$ cat config.mk
export PLATFORM = sky130hd
export DESIGN_NAME = console_line_input_buffer_unit
export DESIGN_NICKNAME = d
export VERILOG_FILES = /design/src/rtl/core/clib_pkg.sv /design/src/rtl/core/clib_ctrl.sv /design/src/rtl/core/clib_dpath.sv /design/src/rtl/core/console_line_input_buffer_unit.sv
export SDC_FILE = /design/constraint.sdc
export NUM_CORES = 1
export LEC_CHECK = 0
export BUFFER_PORTS_ARGS = -buffer_cell sky130_fd_sc_hd__buf_4
export CAP_MARGIN = 25
export CELL_PAD_IN_SITES_DETAIL_PLACEMENT = 1
export CELL_PAD_IN_SITES_GLOBAL_PLACEMENT = 2
export CORE_MARGIN = 1.5
export CORE_UTILIZATION = 48
export CTS_BUF_LIST = sky130_fd_sc_hd__clkbuf_8
export CTS_CLUSTER_DIAMETER = 40
export DETAILED_ROUTE_END_ITERATION = 16
export GPL_ROUTABILITY_DRIVEN = 0
export MAX_ROUTING_LAYER = met4
export PLACE_DENSITY = 0.83
export SLEW_MARGIN = 20
export SYNTH_ARGS = -nofsm -noshare
export SYNTH_HDL_FRONTEND = slang
export SYNTH_SLANG_ARGS = --single-unit
$ cat constraint.sdc
create_clock -name clk -period 5.9 [get_ports clk]
set_clock_uncertainty 0.05 [all_clocks]
set_input_delay 0.295 -clock clk [delete_from_list [all_inputs] [get_ports clk]]
set_output_delay 0.295 -clock clk [all_outputs]
set_load 0.01 [all_outputs]
$ cat src/rtl/core/clib_pkg.sv
`timescale 1ns / 1ps
// ----------------------------------------------------------------------------
// clib_pkg
// Shared constants and types for the console line-input buffer: character
// codes, request and result kinds, and the controller/datapath interface.
// ----------------------------------------------------------------------------
package clib_pkg;

  localparam int DEF_BUFFER_DEPTH = 128;

  localparam logic [7:0] CH_CR  = 8'h0D;
  localparam logic [7:0] CH_LF  = 8'h0A;
  localparam logic [7:0] CH_DEL = 8'h7F;
  localparam logic [7:0] CH_BS  = 8'h08;
  localparam logic [7:0] CH_SP  = 8'h20;

  localparam logic REQ_RX   = 1'b0;
  localparam logic REQ_READ = 1'b1;

  localparam logic [1:0] KIND_ECHO  = 2'd0;
  localparam logic [1:0] KIND_READ  = 2'd1;
  localparam logic [1:0] KIND_EMPTY = 2'd2;

  typedef struct packed {
    logic capture;
    logic lookup;
    logic decide;
    logic advance;
  } clib_cmd_t;

  typedef struct packed {
    logic emit;
    logic last;
  } clib_stat_t;

endpackage

$ cat src/rtl/core/clib_ctrl.sv
`timescale 1ns / 1ps
// ----------------------------------------------------------------------------
// clib_ctrl
// Sequencer for the line-input buffer: takes one word, runs the store lookup
// and the decision step, then hands out any result words one at a time.
// ----------------------------------------------------------------------------
module clib_ctrl
  import clib_pkg::*;
(
  input  logic       clk,
  input  logic       rst_n,
  input  logic       in_tvalid,
  output logic       in_tready,
  output logic       out_tvalid,
  input  logic       out_tready,
  input  clib_stat_t stat,
  output clib_cmd_t  cmd
);

  typedef enum logic [3:0] {
    ST_IDLE   = 4'b0001,
    ST_LOOKUP = 4'b0010,
    ST_DECIDE = 4'b0100,
    ST_EMIT   = 4'b1000
  } state_t;

  state_t state_r, state_nxt;

  always_comb begin
    state_nxt = state_r;
    case (state_r)
      ST_IDLE: begin
        if (in_tvalid) state_nxt = ST_LOOKUP;
      end
      ST_LOOKUP: state_nxt = ST_DECIDE;
      ST_DECIDE: begin
        state_nxt = stat.emit ? ST_EMIT : ST_IDLE;
      end
      ST_EMIT: begin
        if (out_tready && stat.last) state_nxt = ST_IDLE;
      end
      default: state_nxt = ST_IDLE;
    endcase
  end

  always_ff @(posedge clk) begin
    if (!rst_n) begin
      state_r <= ST_IDLE;
    end else begin
      state_r <= state_nxt;
    end
  end

  assign in_tready   = (state_r == ST_IDLE);
  assign out_tvalid  = (state_r == ST_EMIT);
  assign cmd.capture = in_tvalid && in_tready;
  assign cmd.lookup  = (state_r == ST_LOOKUP);
  assign cmd.decide  = (state_r == ST_DECIDE);
  assign cmd.advance = out_tvalid && out_tready;

  a_no_overlap: assert property (@(posedge clk) disable iff (!rst_n)
    out_tvalid |-> !in_tready)
    else $error("Input accepted while a result is pending.");

  a_last_ends: assert property (@(posedge clk) disable iff (!rst_n)
    (out_tvalid && out_tready && stat.last) |=> in_tready)
    else $error("Controller did not return to idle after the final word.");

endmodule

$ cat src/rtl/core/clib_dpath.sv
`timescale 1ns / 1ps
// ----------------------------------------------------------------------------
// clib_dpath
// Ring buffer store, pointers, item registers and the result register of
// the line-input buffer.
// ----------------------------------------------------------------------------
module clib_dpath
  import clib_pkg::*;
#(
  parameter int BUFFER_DEPTH = DEF_BUFFER_DEPTH
) (
  input  logic       clk,
  input  logic       rst_n,
  input  clib_cmd_t  cmd,
  input  logic       req_type,
  input  logic [7:0] rx_byte,
  input  logic [7:0] room_left,
  output clib_stat_t stat,
  output logic [1:0] out_kind,
  output logic [7:0] out_byte,
  output logic       line_ready,
  output logic       end_of_read
);

  localparam int TWO_D = 2 * BUFFER_DEPTH;
  localparam int PTR_W = $clog2(TWO_D);
  localparam int IDX_W = (BUFFER_DEPTH > 1) ? $clog2(BUFFER_DEPTH) : 1;

  logic [7:0] mem [BUFFER_DEPTH];

  logic             req_r;
  logic [7:0]       ch_r;
  logic [7:0]       room_r;
  logic [7:0]       mem_q_r;
  logic [PTR_W-1:0] wp_r, wp_nxt;
  logic [PTR_W-1:0] rp_r, rp_nxt;
  logic [1:0]       kind_r, kind_nxt;
  logic [7:0]       byte_r, byte_nxt;
  logic             line_r, line_nxt;
  logic             eor_r, eor_nxt;
  logic             last_r, last_nxt;
  logic [1:0]       beat_r, beat_nxt;

  logic [PTR_W:0]   fill;
  logic             empty;
  logic             full;
  logic             is_erase;
  logic             emit;
  logic             store_en;
  logic [IDX_W-1:0] rd_idx;
  logic [IDX_W-1:0] wr_idx;
  logic [PTR_W-1:0] wp_dec;

  function automatic logic [IDX_W-1:0] to_idx(input logic [PTR_W-1:0] p);
    logic [PTR_W-1:0] t;
    t = (p >= PTR_W'(BUFFER_DEPTH)) ? p - PTR_W'(BUFFER_DEPTH) : p;
    return t[IDX_W-1:0];
  endfunction

  function automatic logic [PTR_W-1:0] ptr_inc(input logic [PTR_W-1:0] p);
    return (p == PTR_W'(TWO_D - 1)) ? '0 : p + PTR_W'(1);
  endfunction

  assign wp_dec = (wp_r == '0) ? PTR_W'(TWO_D - 1) : wp_r - PTR_W'(1);

  assign fill = (wp_r >= rp_r) ? {1'b0, wp_r} - {1'b0, rp_r}
                               : {1'b0, wp_r} + (PTR_W+1)'(TWO_D) - {1'b0, rp_r};
  assign empty = (fill == '0);
  assign full  = (fill >= (PTR_W+1)'(BUFFER_DEPTH));

  assign is_erase = (req_r == REQ_RX) && ((ch_r == CH_DEL) || (ch_r == CH_BS));
  assign rd_idx   = (req_r == REQ_READ) ? to_idx(rp_r) : to_idx(wp_dec);
  assign wr_idx   = to_idx(wp_r);

  always_comb begin
    wp_nxt   = wp_r;
    rp_nxt   = rp_r;
    kind_nxt = kind_r;
    byte_nxt = byte_r;
    line_nxt = line_r;
    eor_nxt  = eor_r;
    last_nxt = last_r;
    beat_nxt = beat_r;
    emit     = 1'b0;
    store_en = 1'b0;
    if (cmd.decide) begin
      beat_nxt = '0;
      line_nxt = 1'b0;
      eor_nxt  = 1'b0;
      last_nxt = 1'b1;
      if (req_r == REQ_READ) begin
        emit = 1'b1;
        if (empty) begin
          kind_nxt = KIND_EMPTY;
          byte_nxt = '0;
        end else begin
          kind_nxt = KIND_READ;
          byte_nxt = mem_q_r;
          eor_nxt  = (mem_q_r == CH_LF) || (room_r <= 8'd1);
          rp_nxt   = ptr_inc(rp_r);
        end
      end else if (is_erase) begin
        // The erase echo is backspace, space, backspace.
        emit     = !empty && (mem_q_r != CH_LF);
        kind_nxt = KIND_ECHO;
        byte_nxt = CH_BS;
        last_nxt = 1'b0;
        if (emit) wp_nxt = wp_dec;
      end else begin
        emit     = !full;
        store_en = !full;
        kind_nxt = KIND_ECHO;
        byte_nxt = ch_r;
        line_nxt = (ch_r == CH_LF);
        if (!full) wp_nxt = ptr_inc(wp_r);
      end
    end else if (cmd.advance) begin
      beat_nxt = beat_r + 2'd1;
      byte_nxt = (beat_r == 2'd0) ? CH_SP : CH_BS;
      last_nxt = (beat_r == 2'd1);
    end
  end

  always_ff @(posedge clk) begin
    if (cmd.capture) begin
      req_r  <= req_type;
      ch_r   <= (rx_byte == CH_CR) ? CH_LF : rx_byte;
      room_r <= room_left;
    end
    if (cmd.lookup) begin
      mem_q_r <= mem[rd_idx];
    end
    if (store_en) begin
      mem[wr_idx] <= ch_r;
    end
    kind_r <= kind_nxt;
    byte_r <= byte_nxt;
    line_r <= line_nxt;
    eor_r  <= eor_nxt;
    beat_r <= beat_nxt;
  end

  always_ff @(posedge clk) begin
    if (!rst_n) begin
      wp_r   <= '0;
      rp_r   <= '0;
      last_r <= 1'b0;
    end else begin
      wp_r   <= wp_nxt;
      rp_r   <= rp_nxt;
      last_r <= last_nxt;
    end
  end

  assign stat.emit   = emit;
  assign stat.last   = last_r;
  assign out_kind    = kind_r;
  assign out_byte    = byte_r;
  assign line_ready  = line_r;
  assign end_of_read = eor_r;

  a_fill_bound: assert property (@(posedge clk) disable iff (!rst_n)
    fill <= (PTR_W+1)'(BUFFER_DEPTH))
    else $error("Buffer fill level exceeds its depth.");

  a_ptr_hold: assert property (@(posedge clk) disable iff (!rst_n)
    !cmd.decide |=> ($stable(wp_r) && $stable(rp_r)))
    else $error("A pointer moved outside the decision step.");

endmodule

$ cat src/rtl/core/console_line_input_buffer_unit.sv
`timescale 1ns / 1ps
// ----------------------------------------------------------------------------
// console_line_input_buffer_unit
// Console line-input ring buffer with backspace editing, echo and
// one-byte reads.
//
//   Channel  Direction  Payload
//   in_*     slave      tuser: req_type; tdata: rx_byte, room_left
//   out_*    master     tuser: out_kind, line_ready, end_of_read;
//                       tdata: out_byte; tlast: last
//
// An item passes through accept, store lookup and decision, then leaves as zero
// to three result words, one word per cycle while the consumer is ready.
// The lookup step comes from the registered read of the single-port line store,
// and the output register holds one word at a time.
// Reset is synchronous and active low; the line store itself is not cleared.
// Stalls on the output hold the current word and keep in_tready low.
// ----------------------------------------------------------------------------
module console_line_input_buffer_unit
  import clib_pkg::*;
#(
  parameter int BUFFER_DEPTH = DEF_BUFFER_DEPTH
) (
  input  logic        clk,
  input  logic        rst_n,
  input  logic        in_tvalid,
  output logic        in_tready,
  input  logic [15:0] in_tdata,   // [7:0] rx_byte, [15:8] room_left
  input  logic        in_tuser,   // [0] req_type
  output logic        out_tvalid,
  input  logic        out_tready,
  output logic [7:0]  out_tdata,  // [7:0] out_byte
  output logic [3:0]  out_tuser,  // [1:0] out_kind, [2] line_ready, [3] end_of_read
  output logic        out_tlast
);

  clib_cmd_t  cmd;
  clib_stat_t stat;

  clib_ctrl u_ctrl (
    .clk        (clk),
    .rst_n      (rst_n),
    .in_tvalid  (in_tvalid),
    .in_tready  (in_tready),
    .out_tvalid (out_tvalid),
    .out_tready (out_tready),
    .stat       (stat),
    .cmd        (cmd)
  );

  clib_dpath #(
    .BUFFER_DEPTH (BUFFER_DEPTH)
  ) u_dpath (
    .clk         (clk),
    .rst_n       (rst_n),
    .cmd         (cmd),
    .req_type    (in_tuser),
    .rx_byte     (in_tdata[7:0]),
    .room_left   (in_tdata[15:8]),
    .stat        (stat),
    .out_kind    (out_tuser[1:0]),
    .out_byte    (out_tdata),
    .line_ready  (out_tuser[2]),
    .end_of_read (out_tuser[3])
  );

  assign out_tlast = stat.last;

endmodule
* Yosys cells after proc, flatten, opt, wreduce, memory -nomap -nowiden *
Memory sizes are Yosys's and may differ from the RTL's. A register that Yosys moved wholly into a read port is not among the register bits.
Cells that the tools add are included.

word-level totals
  bits in registers = 52
  bits in writable memories = 1024
  bits of input ports = 21
  output and inout bits = 15
  logic and storage cells = 100
  memories kept = 1

memories
  memory       depth  width  read ports  clocked after memory_dff  write ports  line              text
  u_dpath.mem  128    8      1           1                         1            clib_dpath.sv:29  logic [7:0] mem [BUFFER_DEPTH];

operators by class
  add/sub/neg operators = 10
  order comparisons = 6
  eq/ne operators = 17
  muxes and demuxes = 34
  bitwise gates (word level) = 2
  reductions and logical operators = 18

operators with widths
  kind                   count
  $mux W8                11
  $eq A8 B4 Y1 const B   4
  $mux W7                4
  $ge A8 B8 Y1 const B   3
  $sub A7 B1 Y7 const B  3
  $add A8 B1 Y8 const B  2
  $eq A8 B8 Y1 const B   2
  $pmux W4 S4            1
  $mux W1                12
  $mux W4                3
  $add A8 B9 Y9 const B  1
  $ge A9 B8 Y1 const B   1
  $logic_not A9 Y1       1
  $mux W9                1
  $sub A8 B8 Y9          1
  $sub A9 B8 Y9          1
  $eq A8 B7 Y1 const B   1
  $ge A8 B8 Y1           1
  $le A8 B1 Y1 const B   1
  $logic_not A8 Y1       1
  $ne A2 B2 Y1 const B   4
  $ne A8 B4 Y1 const B   1
  $sub A8 B1 Y8 const B  1
  $mux W6                1
  17 further kinds       25

* Logic depth before layout (Yosys ltp) *
  depth in word-level cells = 11
  gate-level depth with buffers = 15
  gate-level depth less buffers = 11

* Hierarchy *
A second synthesis with hierarchy kept.

unflattened totals
  cell total of the unflattened synthesis = 3285
  area, all modules = 45038.2 sq um

by module, submodules not included
  module      instances  cells an instance  area an instance (sq um)
  clib_dpath  1          3265               44828.0
  clib_ctrl   1          20                 210.2

* Worst setup path after synthesis *
No wires, ideal clock.

  path type = reg-to-reg
  start point = reg u_dpath.ch_r[0]
  end point = mem u_dpath.mem[20][0], enable pin
  setup time = 370 ps
  arrival time = 3896 ps
  data required time = 5480 ps
  path slack = 1584 ps
  stages on the path, launching flop included = 10
  buffers on the path = 2
  clock period less this slack = 4316 ps
  path through = edfxtp_1 -> nor3_1 -> nand2_1 -> o22ai_1 -> nor2_1 -> o21ai_1 -> or3_1 -> clkbuf_1 -> buf_1 -> nor2_1

on the way
  word-level cells in the longest chain between the ends = 8

ends and longest elaborated chain
  element                                       line               text
  start: declaration                            clib_dpath.sv:32   logic [7:0] ch_r;
  start signal: assignment                      clib_dpath.sv:127  ch_r <= (rx_byte == CH_CR) ? CH_LF : rx_byte;
  $eq A8 B7 Y1 or $eq A8 B4 Y1 (tied branches)  clib_dpath.sv:71   assign is_erase = (req_r == REQ_RX) && ((ch_r == CH_DEL) || (ch_r == CH_BS));
  $logic_or A1 B1 Y1 (*)                        clib_dpath.sv:71
  $logic_and A1 B1 Y1 (*)                       clib_dpath.sv:71
  $mux W1 (*)                                   clib_dpath.sv:102  end else if (is_erase) begin
  $mux W1 (*)                                   clib_dpath.sv:91   if (req_r == REQ_READ) begin
  $mux W1 (*)                                   clib_dpath.sv:86   if (cmd.decide) begin
  $mux W1 (*)                                   clib_dpath.sv:133  if (store_en) begin
  $mux W1 (not written as such) (*)             clib_dpath.sv:134  mem[wr_idx] <= ch_r;
  end: declaration                              clib_dpath.sv:29

Every way passes the cells marked *; elsewhere a longest branch is shown, timed or not.

* Worst setup path in the final report *
  start point = reg u_dpath.req_r
  end point = reg u_dpath.mem_q_r[3] (read register of u_dpath.mem), data pin

on the way
  word-level cells in the longest chain between the ends = 1

ends and longest elaborated chain
  element                   line               text
  start: declaration        clib_dpath.sv:31   logic req_r;
  start signal: assignment  clib_dpath.sv:126  req_r <= req_type;
  $mux W7                   clib_dpath.sv:72   assign rd_idx = (req_r == REQ_READ) ? to_idx(rp_r) : to_idx(wp_dec);
  end: declaration          clib_dpath.sv:34   logic [7:0] mem_q_r;

No other way between the ends.
A chain may end at the register's enable or synchronous reset.

==> metrics <==
status=finished clean; vias in the first global route=29000; P_int=12.2 mW; share of cells above drive strength 1=13.9%; total power=16.1 mW; drt drc=0; global route total overflow=0; Vias per Instance=6.09; initial antenna violation count=7; Final Slew Violations=0; Setup crit end kind=flop; switching share of total power=~24%; FF-to-FF Start=u_dpath.req_r$_DFFE_PP_; syn avg cell area=roughly 14 um2; final core utilization=between 50% and 60%; WL/cell=28.3 um; Max-Slew Margin vs Limit=27.0%; Root Buffer=clkbuf_8; Die H=307 um; HPWL Detailed=83300 um; CTS max path bufs=3; Die X=about 310 um; pwr dens=324 nW/um2; RSZ-0062 raised after global routing=no; register share of total power=between 50 and 60%; final WL=130000 um; total CTS buffers=179; Yosys cell types=78; Final Critical Period=4.96 ns; # IOs=36; FILL cells=8933; Peak VDD IR=0.218 mV; Pleak=16.6 nW; pre-CTS setup slack=1.12 ns; clock-pin slew of the registers on the worst-case setup and hold paths=0.06 ns; DRT antenna net count=0; Final Cycle Share=between 80 and 90%; core area=91700 um2; max-cap violation count=0; Post CTS Setup Buffer Count=0; main flop type after synthesis=edfxtp_1; Initial Util=~48%; CP startpoint=u_dpath.req_r$_DFFE_PP_; HP Class=input port to flop; WP data arrival=5.55 ns; P_sw=~3.9 mW; power share of the combinational group=6.6%; CTS Sinks=roughly 1100; DR pass1 iterations=5; Port Buf Inserts=34; Worst Slack Setup Final=0.941 ns; HP Start=in_tdata[14]; maximum net fanout on the critical path=27; ys async rst share=0%; Fmax achieved=between 200 and 250 MHz; htree depth=4; DR iter-0 viols=3169; register area share after synthesis=72.7%; die area=94300 um2; worst-margin pin slew=about 1.1 ns; Area Growth Syn to Fin=12.0%; largest net degree at the start of global routing=86; Mapped Nets=around 3200; clk_lat worst skew=between 0.8 and 0.9 ns; global-route wire length before repair=192000 um; total number of vias=28000; clock network fraction of design power=40.6%; Global Route Usage Sum=28.6%; EDFF count, synth=1060; post-synthesis register bit count=1083; Post-Route Setup TNS=0 ns; Fin. Hold Viols=0; FP Rows=111; synthesized cell area=44400 um2; kind of critical path=flop to flop; CTS tree=yes; Data required, critical path=6.50 ns; Synth Instances=3128; yosys warns=0; CP startpoint kind=flop; Final Setup Violations=0; final net count=3305
## placed cells by master (no fill, tap or decap), types with 10 or more instances in the layout
cell	netlist	layout
a211oi_1	17	17
dfxtp_1	23	23
bufinv_16	0	12
mux2i_1	124	122
clkbuf_8	0	182
clkinv_1	0	42
a21oi_1	104	104
and3_1	11	11
buf_4	17	119
a31oi_1	26	26
mux4_2	79	79
nand2_1	676	676
o21ai_0	26	26
nand4_1	25	25
inv_1	20	63
clkinvlp_4	0	14
nand3_1	337	337
nor4_1	15	15
dlygate4sd3_1	0	22
nor3_1	12	12
buf_12	2	11
clkinv_2	0	18
o22ai_1	19	19
nor2_1	181	181
and2_1	10	10
edfxtp_1	1060	1060
ha_1	14	14
o31ai_1	10	10
## worst paths after layout
kind,slack [ns],depth (start not counted),to
max,0.94,9,u_dpath.mem_q_r[3]$_DFFE_PN_
min,0.11,2,u_dpath.room_r[6]$_DFFE_PP_
max reg2reg,0.94,9,u_dpath.mem_q_r[3]$_DFFE_PN_
min reg2reg,0.44,2,u_dpath.beat_r[1]$_SDFFE_PP0P_
## synthesized netlist by cell type (24+ instances only)
master    count  area [um2]
nand3_1     337        1690
mux4_2       79        1780
edfxtp_1   1060       31800
nand2_1     676        2540
buf_6        24         270
a21oi_1     104         521
a31oi_1      26         163
mux2i_1     124        1240
o21ai_0      26         130
nand4_1      25         156
clkbuf_1     63         236
buf_2        76         380
nor2_1      181         679
## cell type report
class	instances	area, um2	share of cell area, %
Sequential cell	1083	32300	64.9
Multi-Input combinational cell	1832	11000	22.2
Clock buffer	182	2500	5.04
Tap cell	1186	1480	2.98
Timing Repair Buffer	152	1330	2.68
Clock inverter	141	1010	2.03
Inverter	21	78.8	0.158
Antenna cell	5	12.5	0.0252
## critical path: stages (launching register included)
cell and delay [ns]:
edfxtp_1 0.74, inv_1 0.62, nor2_1 0.33, a21oi_4 0.66, buf_4 0.46, mux2i_1 0.23
o22ai_1 0.16, nor4_1 0.87, nand3_1 0.21, a311oi_1 0.39
## routing by layer
metal	wire length, um	vias up	GRT usage (%)
li1	-	12100	-
met1	52500	14500	36.8
met2	63200	1178	45.3
met4	5190	0	11.7
met3	9300	282	5.20
met5	0	-	-
## through the flow
stage | cells | cell area [um2] | hold WS, ns
after floorplan | 3128 | 44400 | 0.344
after global placement | 4251 | 46000 | 0.396
after detailed placement | 4251 | 46000 | 0.419
after CTS | 4596 | 49700 | 0.0432
after global routing | 4602 | 49700 | 0.0795
final | 4602 | 49700 | 0.108
## logic make-up (layout without fill, tap and decap cells)
family                     count (synthesis)  after routing  share of synthesized area (%)
buffers and inverters                    213            496                           2.64
other                                      0              5                              0
and+or+nand+nor                         1315           1315                           12.9
adders and majority gates                 15             15                          0.440
xor gates and xnor gates                   6              6                          0.118
DFF                                     1083           1083                           72.7
AOI/OAI and AO/OA                        291            291                           4.31
muxes                                    205            205                           6.85
## flip-flops by register name (all words and copies together), names as in the netlist, 2 cells and up
register          count
u_dpath.rp_r          8
u_dpath.room_r        7
u_dpath.ch_r          8
u_dpath.mem        1024
u_ctrl.state_r        4
u_dpath.out_kind      2
u_dpath.out_byte      8
u_dpath.mem_q_r       8
u_dpath.beat_r        2
u_dpath.wp_r          8
## power groups by stage
stage / clock network [mW] / logic (mW) / registers (mW)
after floorplan: 0 / 0.561 / 8.74
after global placement: 0 / 0.996 / 8.66
after detailed placement: 0 / 1.04 / 8.66
after CTS: 6.62 / 1.05 / 8.50
after global routing: 6.93 / 1.12 / 8.50
final: 6.53 / 1.06 / 8.50
## what timing repair did
item	in CTS	in global routing
hold buffers	22	0
hold endpoints to repair	47	0
gates resized for setup	0	0
Note: power is estimated with default switching activity, not from simulation.
